$ cat src/sv/ddc_pkg.sv
// Shared types, codes and reset constants for the drive command decoder.
package ddc_pkg;

    localparam int CMD_W    = 8;
    localparam int PULSE_W  = 12;
    localparam int STEP_W   = 7;
    localparam int MOTION_W = 4;
    localparam int MOVED_W  = 2;
    localparam int CFG_IDX_W = 2;

    localparam logic [STEP_W-1:0]  STEP_RESET  = 7'd10;
    localparam logic [PULSE_W-1:0] MIN_RESET   = 12'd300;
    localparam logic [PULSE_W-1:0] MAX_RESET   = 12'd2300;
    localparam logic [PULSE_W-1:0] ANGLE_RESET = 12'd1300;

    // Configuration register indexes.
    localparam logic [CFG_IDX_W-1:0] CFG_SERVO_STEP = 2'd0;
    localparam logic [CFG_IDX_W-1:0] CFG_SERVO_MIN  = 2'd1;
    localparam logic [CFG_IDX_W-1:0] CFG_SERVO_MAX  = 2'd2;

    // Remote command codes.
    localparam logic [CMD_W-1:0] CMD_LEFT_ON      = 8'd0;
    localparam logic [CMD_W-1:0] CMD_FWD_ON       = 8'd1;
    localparam logic [CMD_W-1:0] CMD_RIGHT_ON     = 8'd2;
    localparam logic [CMD_W-1:0] CMD_BACK_ON      = 8'd3;
    localparam logic [CMD_W-1:0] CMD_LEFT_OFF     = 8'd4;
    localparam logic [CMD_W-1:0] CMD_FWD_BACK_OFF = 8'd5;
    localparam logic [CMD_W-1:0] CMD_RIGHT_OFF    = 8'd6;
    localparam logic [CMD_W-1:0] CMD_PAN_UP       = 8'd7;
    localparam logic [CMD_W-1:0] CMD_PAN_DOWN     = 8'd8;
    localparam logic [CMD_W-1:0] CMD_TILT_DOWN    = 8'd9;
    localparam logic [CMD_W-1:0] CMD_TILT_UP      = 8'd10;
    localparam logic [CMD_W-1:0] CMD_TRACK_ON     = 8'd11;
    localparam logic [CMD_W-1:0] CMD_TRACK_OFF    = 8'd12;
    localparam logic [CMD_W-1:0] CMD_SPEED_UP     = 8'd13;
    localparam logic [CMD_W-1:0] CMD_SPEED_DOWN   = 8'd14;
    localparam logic [CMD_W-1:0] CMD_BEEP_ON      = 8'd15;
    localparam logic [CMD_W-1:0] CMD_BEEP_OFF     = 8'd16;
    localparam logic [CMD_W-1:0] CMD_AVOID_ON     = 8'd17;
    localparam logic [CMD_W-1:0] CMD_AVOID_OFF    = 8'd18;
    localparam logic [CMD_W-1:0] CMD_POWER_OFF    = 8'd19;

    // Motion codes.
    localparam logic [MOTION_W-1:0] MOT_STOP       = 4'd0;
    localparam logic [MOTION_W-1:0] MOT_FWD        = 4'd1;
    localparam logic [MOTION_W-1:0] MOT_BACK       = 4'd4;
    localparam logic [MOTION_W-1:0] MOT_LEFT       = 4'd7;
    localparam logic [MOTION_W-1:0] MOT_RIGHT      = 4'd8;
    localparam logic [MOTION_W-1:0] MOT_UNCHANGED  = 4'd9;
    // Offsets from a straight code to its left and right variants.
    localparam logic [MOTION_W-1:0] MOT_LAT_LEFT   = 4'd1;
    localparam logic [MOTION_W-1:0] MOT_LAT_RIGHT  = 4'd2;

    // Servo update codes.
    localparam logic [MOVED_W-1:0] MOVED_NONE = 2'd0;
    localparam logic [MOVED_W-1:0] MOVED_PAN  = 2'd1;
    localparam logic [MOVED_W-1:0] MOVED_TILT = 2'd2;

    typedef struct packed {
        logic [PULSE_W-1:0] servo_max;
        logic [PULSE_W-1:0] servo_min;
        logic [STEP_W-1:0]  servo_step;
    } cfg_t;

    // Packed so that the last field sits in the lowest bits.
    typedef struct packed {
        logic             link_lost;
        logic             obstacle_warning;
        logic [CMD_W-1:0] command;
    } item_t;

    typedef struct packed {
        logic                power_off;
        logic                beeper_on;
        logic                avoid_mode;
        logic                track_mode;
        logic [PULSE_W-1:0]  tilt_pulse;
        logic [PULSE_W-1:0]  pan_pulse;
        logic [MOVED_W-1:0]  servo_moved;
        logic [MOTION_W-1:0] motion;
    } result_t;

    localparam int ITEM_W   = $bits(item_t);
    localparam int RESULT_W = $bits(result_t);
    localparam int S_DATA_W = ((ITEM_W + 7) / 8) * 8;
    localparam int M_DATA_W = ((RESULT_W + 7) / 8) * 8;
    localparam int CFG_DATA_W = PULSE_W;

endpackage

$ cat src/sv/ddc_cfg.sv
// Configuration registers for servo step and pulse limits.
module ddc_cfg (
    input  logic                            clk,
    input  logic                            rst_n,
    input  logic                            wr_en,
    input  logic [ddc_pkg::CFG_IDX_W-1:0]   wr_index,
    input  logic [ddc_pkg::CFG_DATA_W-1:0]  wr_data,
    output ddc_pkg::cfg_t                   cfg
);
    import ddc_pkg::*;

    cfg_t cfg_reg;
    cfg_t cfg_next;

    always_comb
    begin
        cfg_next = cfg_reg;
        if (wr_en)
        begin
            unique case (wr_index)
                CFG_SERVO_STEP: cfg_next.servo_step = wr_data[STEP_W-1:0];
                CFG_SERVO_MIN:  cfg_next.servo_min  = wr_data[PULSE_W-1:0];
                CFG_SERVO_MAX:  cfg_next.servo_max  = wr_data[PULSE_W-1:0];
                default:        cfg_next = cfg_reg;
            endcase
        end
    end

    always_ff @(posedge clk or negedge rst_n)
    begin
        if (!rst_n)
        begin
            cfg_reg.servo_step <= STEP_RESET;
            cfg_reg.servo_min  <= MIN_RESET;
            cfg_reg.servo_max  <= MAX_RESET;
        end
        else
        begin
            cfg_reg <= cfg_next;
        end
    end

    assign cfg = cfg_reg;

endmodule

$ cat src/sv/ddc_core.sv
// Command decode, flag state and servo stepping for one word per cycle while advance is high.
module ddc_core (
    input  logic              clk,
    input  logic              rst_n,
    input  logic              advance,
    input  ddc_pkg::item_t    item,
    input  ddc_pkg::cfg_t     cfg,
    output ddc_pkg::result_t  result
);
    import ddc_pkg::*;

    // drive: bit0 forward, bit1 back, bit2 left, bit3 right.
    // pend:  bit0 pan up, bit1 pan down, bit2 tilt down, bit3 tilt up.
    logic [3:0]         drive_reg, drive_next;
    logic [3:0]         pend_reg, pend_next;
    logic               track_reg, track_next;
    logic               avoid_reg, avoid_next;
    logic               beep_reg, beep_next;
    logic [PULSE_W-1:0] pan_reg, pan_next;
    logic [PULSE_W-1:0] tilt_reg, tilt_next;
    logic [MOTION_W-1:0] motion;
    logic [MOVED_W-1:0]  moved;
    logic                poff;

    function automatic logic [PULSE_W-1:0] step_up(input logic [PULSE_W-1:0] a,
                                                   input cfg_t c);
        logic [PULSE_W:0] s;
        s = {1'b0, a} + {{(PULSE_W+1-STEP_W){1'b0}}, c.servo_step};
        if (s > {1'b0, c.servo_max})
            return c.servo_max;
        return s[PULSE_W-1:0];
    endfunction

    function automatic logic [PULSE_W-1:0] step_down(input logic [PULSE_W-1:0] a,
                                                     input cfg_t c);
        logic [PULSE_W:0] lim;
        lim = {1'b0, c.servo_min} + {{(PULSE_W+1-STEP_W){1'b0}}, c.servo_step};
        if ({1'b0, a} >= lim)
            return a - {{(PULSE_W-STEP_W){1'b0}}, c.servo_step};
        return c.servo_min;
    endfunction

    function automatic logic [MOTION_W-1:0] lateral(input logic [MOTION_W-1:0] base,
                                                    input logic l, input logic r);
        if (l && !r)
            return base + MOT_LAT_LEFT;
        if (r && !l)
            return base + MOT_LAT_RIGHT;
        return base;
    endfunction

    always_comb
    begin
        drive_next = drive_reg;
        pend_next  = pend_reg;
        track_next = track_reg;
        avoid_next = avoid_reg;
        beep_next  = beep_reg;
        pan_next   = pan_reg;
        tilt_next  = tilt_reg;
        motion     = MOT_STOP;
        moved      = MOVED_NONE;
        poff       = 1'b0;

        if (item.link_lost)
        begin
            drive_next = 4'b0000;
            pend_next  = 4'b0000;
            avoid_next = 1'b0;
        end
        else
        begin
            // Every drive code but left on takes the car out of both automatic modes.
            if (item.command >= CMD_FWD_ON && item.command <= CMD_RIGHT_OFF)
            begin
                track_next = 1'b0;
                avoid_next = 1'b0;
            end
            unique case (item.command)
                CMD_LEFT_ON:      drive_next[2] = 1'b1;
                CMD_FWD_ON:       drive_next[0] = !item.obstacle_warning;
                CMD_RIGHT_ON:     drive_next[3] = 1'b1;
                CMD_BACK_ON:      drive_next[1] = 1'b1;
                CMD_LEFT_OFF:     drive_next[2] = 1'b0;
                CMD_FWD_BACK_OFF: drive_next[1:0] = 2'b00;
                CMD_RIGHT_OFF:    drive_next[3] = 1'b0;
                CMD_PAN_UP:       pend_next[0] = 1'b1;
                CMD_PAN_DOWN:     pend_next[1] = 1'b1;
                CMD_TILT_DOWN:    pend_next[2] = 1'b1;
                CMD_TILT_UP:      pend_next[3] = 1'b1;
                CMD_TRACK_ON:     track_next = 1'b1;
                CMD_TRACK_OFF:    track_next = 1'b0;
                CMD_BEEP_ON:      beep_next = 1'b1;
                CMD_BEEP_OFF:     beep_next = 1'b0;
                CMD_AVOID_ON:     avoid_next = 1'b1;
                CMD_AVOID_OFF:    avoid_next = 1'b0;
                CMD_POWER_OFF:    poff = 1'b1;
                default:          ;
            endcase

            // Drive directions win; otherwise serve one pending nudge.
            priority if (drive_next[0] && !drive_next[1])
                motion = lateral(MOT_FWD, drive_next[2], drive_next[3]);
            else if (drive_next[1] && !drive_next[0])
                motion = lateral(MOT_BACK, drive_next[2], drive_next[3]);
            else if (drive_next[2] && !drive_next[3])
                motion = MOT_LEFT;
            else if (drive_next[3] && !drive_next[2])
                motion = MOT_RIGHT;
            else if (pend_next[0])
            begin
                pend_next[0] = 1'b0;
                pan_next     = step_up(pan_reg, cfg);
                motion       = MOT_UNCHANGED;
                moved        = MOVED_PAN;
            end
            else if (pend_next[1])
            begin
                pend_next[1] = 1'b0;
                pan_next     = step_down(pan_reg, cfg);
                motion       = MOT_UNCHANGED;
                moved        = MOVED_PAN;
            end
            else if (pend_next[2])
            begin
                pend_next[2] = 1'b0;
                tilt_next    = step_down(tilt_reg, cfg);
                motion       = MOT_UNCHANGED;
                moved        = MOVED_TILT;
            end
            else if (pend_next[3])
            begin
                pend_next[3] = 1'b0;
                tilt_next    = step_up(tilt_reg, cfg);
                motion       = MOT_UNCHANGED;
                moved        = MOVED_TILT;
            end
            else
                motion = MOT_STOP;
        end
    end

    always_ff @(posedge clk or negedge rst_n)
    begin
        if (!rst_n)
        begin
            drive_reg <= 4'b0000;
            pend_reg  <= 4'b0000;
            track_reg <= 1'b0;
            avoid_reg <= 1'b0;
            beep_reg  <= 1'b0;
            pan_reg   <= ANGLE_RESET;
            tilt_reg  <= ANGLE_RESET;
        end
        else if (advance)
        begin
            drive_reg <= drive_next;
            pend_reg  <= pend_next;
            track_reg <= track_next;
            avoid_reg <= avoid_next;
            beep_reg  <= beep_next;
            pan_reg   <= pan_next;
            tilt_reg  <= tilt_next;
        end
    end

    always_comb
    begin
        result.motion      = motion;
        result.servo_moved = moved;
        result.pan_pulse   = pan_next;
        result.tilt_pulse  = tilt_next;
        result.track_mode  = track_next;
        result.avoid_mode  = avoid_next;
        result.beeper_on   = beep_next;
        result.power_off   = poff;
    end

endmodule

$ cat src/sv/drive_command_decoder.sv
// Top level of the drive command decoder: input register, core and output register.
//
// Usage:
//   Commands arrive on the s_* stream, one word per handshake: the command code
//   with the obstacle warning and link lost flags. Every word yields exactly one
//   result word on the m_* stream with the chosen motion, the servo update code,
//   both servo pulse widths and the mode, beeper and power off flags.
//   The cfg_* channel writes servo step (index 0), minimum (1) and maximum (2)
//   pulse width; it is always ready and should be written only while idle.
// Flow:
//   An accepted word is held in the input register and decoded by the core;
//   its result is loaded into the output register once the output slot is
//   empty or being emptied. One word is taken every cycle while m_tready keeps
//   the output stream from stalling.
// Reset:
//   rst_n clears both stages, all flags and sets the pulse widths to 1300 us
//   and the configuration to step 10, minimum 300 and maximum 2300.
// Stall:
//   While m_tready is low the result holds; the input register still takes one
//   more word, then s_tready drops until the result is taken.
module drive_command_decoder (
    input  logic                            clk,
    input  logic                            rst_n,
    // s_tdata: command[7:0], obstacle_warning[8], link_lost[9], zero fill
    input  logic                            s_tvalid,
    output logic                            s_tready,
    input  logic [ddc_pkg::S_DATA_W-1:0]    s_tdata,
    // m_tdata: motion[3:0], servo_moved[5:4], pan_pulse[17:6], tilt_pulse[29:18],
    //          track_mode[30], avoid_mode[31], beeper_on[32], power_off[33], zero fill
    output logic                            m_tvalid,
    input  logic                            m_tready,
    output logic [ddc_pkg::M_DATA_W-1:0]    m_tdata,
    input  logic                            cfg_valid,
    output logic                            cfg_ready,
    input  logic [ddc_pkg::CFG_IDX_W-1:0]   cfg_index,
    input  logic [ddc_pkg::CFG_DATA_W-1:0]  cfg_data
);
    import ddc_pkg::*;

    logic    in_valid_reg, in_valid_next;
    item_t   in_item_reg;
    logic    out_valid_reg, out_valid_next;
    result_t out_data_reg;
    result_t core_result;
    cfg_t    cfg;
    logic    advance;
    logic    s_fire;

    assign cfg_ready = 1'b1;

    ddc_cfg u_cfg (
        .clk      (clk),
        .rst_n    (rst_n),
        .wr_en    (cfg_valid & cfg_ready),
        .wr_index (cfg_index),
        .wr_data  (cfg_data),
        .cfg      (cfg)
    );

    ddc_core u_core (
        .clk     (clk),
        .rst_n   (rst_n),
        .advance (advance),
        .item    (in_item_reg),
        .cfg     (cfg),
        .result  (core_result)
    );

    // The held word moves on when the output slot is empty or being emptied.
    assign advance  = in_valid_reg && (!out_valid_reg || m_tready);
    assign s_tready = !in_valid_reg || advance;
    assign s_fire   = s_tvalid && s_tready;

    always_comb
    begin
        in_valid_next = s_fire ? 1'b1 : (advance ? 1'b0 : in_valid_reg);
        if (advance)
            out_valid_next = 1'b1;
        else if (m_tready)
            out_valid_next = 1'b0;
        else
            out_valid_next = out_valid_reg;
    end

    always_ff @(posedge clk or negedge rst_n)
    begin
        if (!rst_n)
        begin
            in_valid_reg  <= 1'b0;
            out_valid_reg <= 1'b0;
        end
        else
        begin
            in_valid_reg  <= in_valid_next;
            out_valid_reg <= out_valid_next;
        end
    end

    always_ff @(posedge clk)
    begin
        if (s_fire)
            in_item_reg <= s_tdata[ITEM_W-1:0];
        if (advance)
            out_data_reg <= core_result;
    end

    assign m_tvalid = out_valid_reg;
    assign m_tdata  = {{(M_DATA_W-RESULT_W){1'b0}}, out_data_reg};

endmodule

$ cat config.mk
export PLATFORM = sky130hd
export DESIGN_NAME = drive_command_decoder
export DESIGN_NICKNAME = d
export VERILOG_FILES = /design/src/sv/ddc_pkg.sv /design/src/sv/ddc_cfg.sv /design/src/sv/ddc_core.sv /design/src/sv/drive_command_decoder.sv
export SDC_FILE = /design/constraint.sdc
export NUM_CORES = 1
export LEC_CHECK = 0
export BUFFER_PORTS_ARGS = -buffer_cell sky130_fd_sc_hd__buf_2
export CAP_MARGIN = 20
export CELL_PAD_IN_SITES_DETAIL_PLACEMENT = 1
export CELL_PAD_IN_SITES_GLOBAL_PLACEMENT = 1
export CORE_AREA = 5 5 143 145
export CTS_CLUSTER_SIZE = 8
export DETAILED_ROUTE_END_ITERATION = 8
export DIE_AREA = 0 0 148 150
export PLACE_DENSITY_LB_ADDON = 0.12
export RECOVER_POWER = 100
export SYNTH_ARGS = -nofsm -noshare
export SYNTH_HDL_FRONTEND = slang
export SYNTH_HIERARCHICAL = 1
export SYNTH_SLANG_ARGS = --single-unit
$ cat constraint.sdc
create_clock -name clk -period 6.3 [get_ports clk]
set_input_delay 0.315 -clock clk [delete_from_list [all_inputs] [get_ports clk]]
set_output_delay 0.315 -clock clk [all_outputs]
set_load 0.1 [all_outputs]
==> results.json, run 1 <==
{
  "rsz0062_at_grt": "no",
  "critical-path-max-stage-delay_ns": 1.54,
  "grt_pass1_wl_um": 41800,
  "synthTopCellsByArea": "edfxtp_1, dfrtp_1, ha_1, mux2_2, dfstp_2",
  "ys_ff_latch": 112,
  "synth_top_family_by_area": "compound AO/OA/AOI/OAI gates",
  "die_area_sq_mm": 0.0222,
  "hold_depth": 1,
  "avgRoutedWirePerCell_um": 22.0,
  "core_sq_mm": 0.0191,
  "synth-adder-area-share_pct": 13.2,
  "timing.rr.end": "m_tdata[20]$_DFFE_PP_",
  "max-slew-margin-rel_pct": -160,
  "die_h_um": 150,
  "crit_path_end_kind": "flop",
  "drive_gt1_share_pct": 15.5,
  "drc": 0,
  "cts.reportedPaths.clkPinSlew_ns": 0.08,
  "holdPathEnd": "in_item_reg[2]$_DFFE_PP_",
  "start_util_pct": 46.8,
  "ant_nets": 0,
  "critPathMaxFanout": 17,
  "place.gp.congestion": 0.824,
  "place_hpwl_um": 20300,
  "required_ns": 6.42,
  "finalNonFillerCells": 1201,
  "maxCapViolations": 3,
  "worstSkewPairLatency_ns": 0.37,
  "rr_startpoint": "in_item_reg[5]$_DFFE_PP_",
  "ctsHoldBuffers": 0,
  "startpoint_type": "flop",
  "arrival_ns": 5.71,
  "ios": 78,
  "status": "finished, violations left",
  "critical-path-slowest-cell": "nor3_1",
  "fin_crit_sh_pct": 88.8,
  "setup_violations": 0,
  "grt_max_degree": 69,
  "syn_to_final_growth_pct": 7.13,
  "setup_ws_ns": 0.706,
  "power.leakage_nw": 3.99,
  "cts_tree": "yes",
  "std_cell_rows": 51,
  "root_buffer": "clkbuf_16",
  "wirelength_um": 26400,
  "largest_reg_flops": 34,
  "hp-start": "s_tdata[2]",
  "drtIter0Drc": 347,
  "die_w_um": 148,
  "antenna_found_initial": 0,
  "dp.cells": 1185,
  "synth.most_common_cell": "ha_1",
  "ys_seq_area_share_pct": 34.2,
  "p_per_area_mw_per_mm2": 386,
  "post_cts_buffers": 0,
  "violations": "capacitance limit, slew limit",
  "yosys.area_share.simple_pct": 14.3,
  "ir_worst_vdd_mv": 0.188,
  "hold_viol_final": 0,
  "dr.pass1.iters": 5,
  "cts_resized": 0,
  "hp-class": "primary input to flop",
  "grt_pass1_vias": 7393,
  "avgSynthCellArea_sq_um": 9.72,
  "fin_crit_ns": 5.59,
  "fill_cells": 2196,
  "ff2ff_path_depth": 10,
  "crit_path_cell_trace": "nor4_4 -> clkbuf_1 -> nand2_1 -> or3_1 -> mux2i_1 -> inv_1 -> ha_1 -> or4_1 -> nor3_1 -> mux2_2",
  "synthFlopType": "dfrtp_1",
  "yosysUniqueCellTypes": 81,
  "async_reset_ff_share_pct": 60.7,
  "drv_slew": 131,
  "nNetsFinal": 1084,
  "worst_slew_pin_slew_ns": 3.90,
  "grt-ovfl-total": 0,
  "finClkSkew_ns": 0.0143,
  "htreeDepth": 3,
  "synth_top_cell_by_area": "edfxtp_1",
  "worstSetupPathType": "flop to flop",
  "syn_inst": 918,
  "reg2reg_setup_slack_ns": 0.71,
  "fmax_mhz": 179,
  "tns_ns": 0,
  "dp_slack_ns": 0.944,
  "antenna_cells": 0,
  "synth.area.mux_share_pct": 10.6,
  "numPortBuffers": 64,
  "synth_compound_area_share_pct": 18.6,
  "synth_warnings": 6,
  "numCtsBuffers": 9,
  "grt.total_usage_pct": 24.1,
  "synth.cell_area_sq_mm": 0.00893,
  "via_per_inst": 6.09,
  "clock_path_buffers": 2,
  "synth_edf_count": 44,
  "synthXorXnorAreaFrac_pct": 3.92,
  "synthTopCellsByCount": "ha_1, mux2_2, nor2_1, a21oi_1, inv_1",
  "vias": 7320,
  "yosys.area.top_type_share_pct": 14.8,
  "clock-sinks": 112
}
==> cell usage in the layout, fill, tap and decap left out, types with 5 or more instances in the layout <==
cell,instances
xnor2_1,23
o211ai_1,14
a21oi_1,50
mux2i_1,16
nor2b_1,15
o21a_1,9
a211oi_1,12
clkbuf_16,9
o21ai_0,49
and3_1,7
nand2_1,46
fa_1,5
o22ai_1,8
a31oi_1,13
clkbuf_1,43
mux2_1,6
or3_1,6
inv_1,50
and2_1,6
nand3_1,25
xor2_1,17
o21bai_1,7
o311ai_0,6
a21o_1,7
nand2b_1,19
mux2_2,64
nor3_1,19
o31ai_1,8
a221oi_1,6
buf_4,10
buf_2,25
or4_1,5
dfstp_2,21
conb_1,7
nor2_1,57
nand4_1,7
edfxtp_1,44
ha_1,86
dfrtp_1,47
==> per-stage QoR <==
| step | instance area, sq um | hold slack, ns | total power [mW] | util, % |
|---|---|---|---|---|
| floorplan | 8950 | 0.0194 | 2.60 | - |
| global placement | 9400 | 0.491 | 3.07 | 49.2 |
| detailed placement | 9400 | 0.494 | 3.12 | 49.2 |
| CTS | 9670 | 0.102 | 3.71 | 50.7 |
| global route | 9560 | 0.102 | 3.97 | 50.1 |
| finish | 9560 | 0.117 | 3.69 | 50.1 |
==> report_power, final <==
group          internal [mW]  switching, mW
Combinational          0.764           1.24
Sequential             0.924          0.201
Clock                  0.271          0.288
Total                   1.96           1.73
==> cell type report <==
type / count / area, sq um / area share (%)
tap: 238 / 298 / 3.11
timing repair buffer: 77 / 358 / 3.74
clock buffer: 10 / 229 / 2.39
multi-input combinational: 707 / 5400 / 56.4
sequential: 112 / 3050 / 31.9
inverter: 51 / 191 / 2.00
clock inverter: 6 / 42.5 / 0.445
==> worst max path at each step <==
stage | slack, ns | endpoint | cells past startpoint | startpoint
global placement | 1.06 | m_tdata[11]$_DFFE_PP_ | 18 | u_cfg/cfg[1]$_DFFE_PN1P_
CTS | 0.93 | m_tdata[11]$_DFFE_PP_ | 18 | u_cfg/cfg[1]$_DFFE_PN1P_
detailed placement | 0.94 | m_tdata[11]$_DFFE_PP_ | 18 | u_cfg/cfg[1]$_DFFE_PN1P_
floorplan | 1.72 | m_tdata[10]$_DFFE_PP_ | 17 | u_cfg/cfg[1]$_DFFE_PN1P_
global route | 0.27 | m_tdata[19]$_DFFE_PP_ | 10 | in_item_reg[5]$_DFFE_PP_
finish | 0.71 | m_tdata[20]$_DFFE_PP_ | 10 | in_item_reg[5]$_DFFE_PP_
==> worst max-delay path: cells and delay by family (launching register included) <==
| kind | cells | cell delay (ns) |
|---|---|---|
| adders and majority gates | 1 | 0.24 |
| buffers and inverters | 2 | 0.67 |
| DFF | 1 | 0.45 |
| muxes | 2 | 0.77 |
| and+or+nand+nor | 5 | 3.21 |
==> per-layer routing <==
metal  share of wire (%)  global-route usage (%)  vias up
met5                   0                       0        -
met2                  47                    39.8      154
li1                    -                       -     3475
met1                  48                    33.8     3670
met3                 4.1                    2.79       21
met4                 1.5                    6.37        0
==> cell families (layout without fill, tap and decap cells) <==
logic type,count (synthesis),count (layout)
adders and majority gates,91,91
other,2,7
and+or+nand+nor,240,240
muxes,86,86
AOI/OAI and AO/OA,243,243
DFF,112,112
buffers and inverters,104,144
xor gates and xnor gates,40,40
(Power assumes the default switching activity.)
==> inputs of run 2 (changes only) <==
--- a/config.mk
+++ b/config.mk
@@ -14,7 +14,7 @@
 export DETAILED_ROUTE_END_ITERATION = 8
 export DIE_AREA = 0 0 148 150
 export PLACE_DENSITY_LB_ADDON = 0.12
-export RECOVER_POWER = 100
+export RECOVER_POWER = 25
 export SYNTH_ARGS = -nofsm -noshare
 export SYNTH_HDL_FRONTEND = slang
 export SYNTH_HIERARCHICAL = 1
==> run 2 against run 1 <==
  * Largest cell class unchanged
  * Critical path type unchanged
  * Hold slack about the same
  * Highest routed layer unchanged
  * Design area increased by 0.94%
  * Critical endpoint is now m_tdata[11]$_DFFE_PP_
  * Combinational power about the same
  * Maximum frequency increased by 4.2%
  * Non-clock buffer count unchanged
  * Clock power about the same
  * Power increased by 0.40%
  * Register-to-register slack improved by 0.23 ns
  * The flow still finishes with violations (capacitance limit, slew limit)
  * Global-route usage unchanged
==> results.json, run 2 (synthesized netlist as in run 1, its figures left out) <==
{
  "dr_wl_met3_um": 845,
  "drive_gt1_share_pct": 20.0,
  "antenna_cells": 0,
  "tns_ns": 0,
  "fmax_mhz": 186,
  "htreeDepth": 3,
  "place_area_sq_mm": 0.00940,
  "hold_slack_ns": 0.118,
  "worstSkewPairLatency_ns": 0.37,
  "grt-ovfl-total": 0,
  "grt_pass1_vias": 7393,
  "drtIter0Drc": 327,
  "dr.pass1.iters": 5,
  "die_h_um": 150,
  "p_per_area_mw_per_mm2": 384,
  "wl_met2_um": 12300,
  "worstSetupPathType": "flop to flop",
  "status": "finished, violations left",
  "syn_to_final_growth_pct": 8.14,
  "cts_tree": "yes",
  "fill_cells": 2174,
  "setup_violations": 0,
  "vias": 7293,
  "ctsHoldBuffers": 0,
  "ios": 78,
  "cp_top_family": "compound AO/OA/AOI/OAI gates",
  "drv_slew": 69,
  "maxCapViolations": 1,
  "cts_resized": 0,
  "nNetsFinal": 1084,
  "fin_crit_ns": 5.37,
  "numCtsBuffers": 9,
  "max-slew-margin-rel_pct": -161,
  "final_area_sq_mm": 0.00965,
  "drc": 0,
  "crit_path_cell_trace": "inv_1 -> ha_1 -> nand2b_1 -> a221oi_1 -> o311ai_1 -> nor2_1 -> xor2_1 -> ha_1 -> nand4_1 -> or4_1 -> o21ai_0 -> a21oi_1 -> buf_4 -> nor2_1 -> buf_4 -> mux2i_1 -> a211oi_1 -> o21a_1",
  "regArea_sq_mm": 0.00305,
  "ant_nets": 0,
  "worst_slew_pin_slew_ns": 3.91,
  "numPortBuffers": 64,
  "rsz0062_at_grt": "no",
  "grt_max_degree": 69,
  "grt_pass1_wl_um": 41800,
  "hp-class": "primary input to flop",
  "crit_path_end_kind": "flop",
  "critPathBufInv": 3,
  "arrival_ns": 5.49,
  "avgRoutedWirePerCell_um": 21.9,
  "wirelength_um": 26400,
  "clock_path_buffers": 2,
  "place_hpwl_um": 20300,
  "antenna_found_initial": 0,
  "fin_crit_sh_pct": 85.2,
  "drt-met1-wl_um": 12900,
  "die_w_um": 148,
  "post_cts_buffers": 0,
  "finClkSkew_ns": 0.0134,
  "critical-path-max-stage-delay_ns": 0.83,
  "power.leakage_nw": 4.12,
  "clock-sinks": 112,
  "top_layer": "met4",
  "cts.reportedPaths.clkPinSlew_ns": 0.08,
  "required_ns": 6.42,
  "setup_ws_ns": 0.934,
  "root_buffer": "clkbuf_16",
  "largest_reg_flops": 34,
  "std_cell_rows": 51,
  "core_sq_mm": 0.0191,
  "final_common_cell": "ha_1",
  "hold_viol_final": 0,
  "die_area_sq_mm": 0.0222,
  "grt.total_usage_pct": 24.1,
  "via_per_inst": 6.07,
  "place.gp.congestion": 0.824,
  "multi_input_area_sq_mm": 0.00543,
  "most-common-layout-cells": "ha_1, mux2_2, buf_2, nor2_1",
  "critical-path-slowest-cell": "o311ai_1",
  "start_util_pct": 46.8,
  "violations": "capacitance limit, slew limit",
  "critPathMaxFanout": 12,
  "dp_slack_ns": 0.944,
  "ir_worst_vdd_mv": 0.190,
  "startpoint_type": "flop"
}
==> run 2: changes by cell type in the layout (fill, tap and decap cells not counted), moves of 2 or more <==
| cell | before | now |
|---|---|---|
| and2_1 | 6 | 9 |
| buf_4 | 10 | 13 |
| clkbuf_1 | 43 | 2 |
| nor3_4 | 0 | 2 |
| and2_0 | 4 | 0 |
| buf_2 | 25 | 63 |
==> run 2: final timing paths <==
kind | start | end | depth (start not counted) | slack [ns]
hold / removal | s_tdata[2] | in_item_reg[2]$_DFFE_PP_ | 1 | 0.12
min in group asynchronous | rst_n | u_core/pan_reg[1]$_DFFE_PN0P_ | 1 | 1.31
setup / recovery | u_cfg/cfg[1]$_DFFE_PN1P_ | m_tdata[11]$_DFFE_PP_ | 18 | 0.93
hold reg to reg | in_valid_reg$_DFFE_PN0P_ | m_tvalid$_DFFE_PN0P_ | 1 | 0.51
max in group asynchronous | rst_n | u_core/tilt_reg[11]$_DFFE_PN0P_ | 1 | 2.80
setup reg to reg | u_cfg/cfg[1]$_DFFE_PN1P_ | m_tdata[11]$_DFFE_PP_ | 18 | 0.93
==> run 2: area by class of cell <==
type | count | share of cell area, %
multi-input cells | 707 | 56.2
flip-flops and latches | 112 | 31.6
repair buffers | 77 | 4.32
well taps | 238 | 3.08
clock buffers | 10 | 2.37
inverters | 51 | 1.98
clock inverters | 6 | 0.441
==> run 2: metal layers <==
layer  track usage [%]  vias to the layer above
li1                  -                     3476
met1              33.8                     3664
met2              39.8                      132
met3              2.79                       21
met4              6.37                        0
met5                 0                        -
==> run 2: where the power goes <==
group	switching [mW]	internal [mW]	total, mW
combinational	1.24	0.778	2.02
sequential	0.202	0.923	1.12
clock	0.289	0.271	0.560
total	1.73	1.97	3.70
==> run 2: through the flow <==
stage / util (%) / std cells / total power, mW
after floorplan: - / 923 / 2.60
after global routing: 50.6 / 1201 / 3.98
after global placement: 49.2 / 1185 / 3.07
final: 50.6 / 1201 / 3.70
after detailed placement: 49.2 / 1185 / 3.12
after CTS: 50.7 / 1201 / 3.71
==> inputs of run 3 (changes only) <==
--- a/config.mk
+++ b/config.mk
@@ -15,6 +15,7 @@
 export DIE_AREA = 0 0 148 150
 export PLACE_DENSITY_LB_ADDON = 0.12
 export RECOVER_POWER = 25
+export SETUP_SLACK_MARGIN = 0.05
 export SYNTH_ARGS = -nofsm -noshare
 export SYNTH_HDL_FRONTEND = slang
 export SYNTH_HIERARCHICAL = 1
==> constraint.sdc (replaced) <==
create_clock -name clk -period 5.15 [get_ports clk]
set_input_delay 0.2575 -clock clk [delete_from_list [all_inputs] [get_ports clk]]
set_output_delay 0.2575 -clock clk [all_outputs]
set_load 0.1 [all_outputs]
==> run 3 against run 2 <==
  * First-iteration DRC count up 12%
  * Maximum frequency is 14% higher
  * Setup slack got worse by 0.50 ns
  * Largest power group unchanged
  * Via count up 1.1%
  * Hold slack got worse by 0.056 ns
  * The run still ends with capacitance limit, slew limit left
==> results.json, run 3 (synthesized netlist as in run 1, its figures left out) <==
{
  "status": "finished, violations left",
  "violations": "capacitance limit, slew limit",
  "place_hpwl_um": 20700,
  "hp-start": "s_tdata[2]",
  "via_per_inst": 6.10,
  "critical-path-slowest-cell": "dfstp_2",
  "grt_pass1_vias": 7302,
  "cts.reportedPaths.clkPinSlew_ns": 0.08,
  "root_buffer": "clkbuf_16",
  "clock_path_buffers": 2,
  "largest_reg_flops": 34,
  "clock-sinks": 112,
  "tns_ns": 0,
  "cts_tree": "yes",
  "setup_violations": 0,
  "grt_pass1_wl_um": 41800,
  "power.leakage_nw": 4.16,
  "drive_gt1_share_pct": 20.7,
  "antenna_found_initial": 0,
  "holdPathEnd": "in_item_reg[2]$_DFFE_PP_",
  "hold_slack_ns": 0.0621,
  "grt.total_usage_pct": 24.1,
  "maxCapViolations": 1,
  "drtIter0Drc": 367,
  "htreeDepth": 3,
  "ff2ff_path_depth": 17,
  "antenna_cells": 0,
  "cp_common_cell": "a21oi_1",
  "crit_path_cell_trace": "buf_4 -> ha_1 -> a21o_1 -> a21oi_1 -> o21bai_1 -> a21oi_1 -> o21ai_0 -> xnor2_1 -> ha_1 -> and4_1 -> nand3_1 -> a21oi_1 -> a2bb2oi_2 -> and2_1 -> mux2_2 -> a221o_1 -> mux2_2",
  "wirelength_um": 26500,
  "p_per_area_mw_per_mm2": 469,
  "final_common_cell": "ha_1",
  "critPathMaxFanout": 7,
  "fin_crit_sh_pct": 91.6,
  "most-common-layout-cells": "ha_1, mux2_2, buf_2, nor2_1",
  "grt-ovfl-total": 0,
  "std_cell_rows": 51,
  "finClkSkew_ns": 0.0127,
  "fin_crit_ns": 4.72,
  "p_total_mw": 4.56,
  "rr_startpoint": "u_cfg/cfg[1]$_DFFE_PN1P_",
  "hold_viol_final": 0,
  "ant_nets": 0,
  "vias": 7375,
  "hold_depth": 1,
  "dr.pass1.iters": 6,
  "ios": 78,
  "reg2reg_setup_slack_ns": 0.43,
  "rsz0062_at_grt": "no",
  "crit_path_end_kind": "flop",
  "startpoint_type": "flop",
  "arrival_ns": 4.83,
  "worst_slew_pin_slew_ns": 3.94,
  "numCtsBuffers": 9,
  "worstSetupPathType": "flop to flop",
  "core_sq_mm": 0.0191,
  "critical-path-max-stage-delay_ns": 0.54,
  "die_area_sq_mm": 0.0222,
  "die_w_um": 148,
  "final_util_pct": 50.9,
  "worstSkewPairLatency_ns": 0.37,
  "place.gp.congestion": 0.870,
  "grt_max_degree": 69,
  "timing.rr.end": "m_tdata[10]$_DFFE_PP_",
  "syn_to_final_growth_pct": 8.86,
  "max-slew-margin-rel_pct": -163,
  "hp-class": "primary input to flop",
  "nNetsFinal": 1092,
  "die_h_um": 150,
  "drv_slew": 69,
  "numPortBuffers": 64,
  "start_util_pct": 46.8,
  "drc": 0,
  "fill_cells": 2170,
  "ir_worst_vdd_mv": 0.191,
  "fmax_mhz": 212,
  "avgRoutedWirePerCell_um": 21.9,
  "required_ns": 5.26
}
run 3: layout make-up:
class | count | area (sq um) | share of cell area [%]
multi-input cells | 707 | 5430 | 55.9
flip-flops and latches | 112 | 3050 | 31.4
repair buffers | 85 | 477 | 4.91
well taps | 238 | 298 | 3.06
clock buffers | 10 | 229 | 2.36
inverters | 51 | 191 | 1.97
clock inverters | 6 | 43.8 | 0.451
run 3: worst max path at each step:
stage / startpoint / endpoint / slack (ns) / cells after the start
after floorplan: u_cfg/cfg[1]$_DFFE_PN1P_ / m_tdata[10]$_DFFE_PP_ / 0.57 / 17
after global placement: u_cfg/cfg[1]$_DFFE_PN1P_ / m_tdata[9]$_DFFE_PP_ / 0.46 / 17
after detailed placement: u_cfg/cfg[1]$_DFFE_PN1P_ / m_tdata[10]$_DFFE_PP_ / 0.36 / 17
after CTS: u_cfg/cfg[1]$_DFFE_PN1P_ / m_tdata[10]$_DFFE_PP_ / 0.34 / 17
after global routing: u_cfg/cfg[1]$_DFFE_PN1P_ / m_tdata[25]$_DFFE_PP_ / 0.07 / 16
final: u_cfg/cfg[1]$_DFFE_PN1P_ / m_tdata[10]$_DFFE_PP_ / 0.43 / 17
run 3: metrics by stage:
step           setup WS, ns  std cells  instance area, sq um
3_5_place_dp          0.355       1193                  9460
6_report              0.432       1209                  9720
2_1_floorplan         0.573        923                  8950
4_1_cts               0.340       1209                  9730
3_3_place_gp          0.457       1193                  9460
5_1_grt              0.0699       1209                  9720
run 3: metal layers:
metal	track usage [%]	wire, um	vias up
li1	-	-	3496
met1	34.4	12700	3690
met2	39.2	12300	158
met3	3.48	1140	31
met4	5.22	383	0
met5	0	0	-
run 3: repair_timing:
item / in CTS / in global routing
buffers inserted: 0 / 0
gates resized for setup: 0 / 1
hold buffers: 0 / 0
setup endpoints to repair: 0 / 1
run 3: where the power goes:
group | internal, mW | switching, mW | total [mW]
Combinational | 0.967 | 1.54 | 2.51
Sequential | 1.13 | 0.243 | 1.37
Clock | 0.332 | 0.346 | 0.678
Total | 2.43 | 2.13 | 4.56
run 3: critical path: cells and delay by family (launching register included):
family | cells | cell delay [ns]
adder cells (fa/ha/maj) | 2 | 0.56
XOR/XNOR | 1 | 0.21
multiplexers | 2 | 0.65
buffers and inverters | 1 | 0.18
AO/OA/AOI/OAI | 8 | 1.74
AND/OR/NAND/NOR | 3 | 0.58
flip-flops | 1 | 0.54
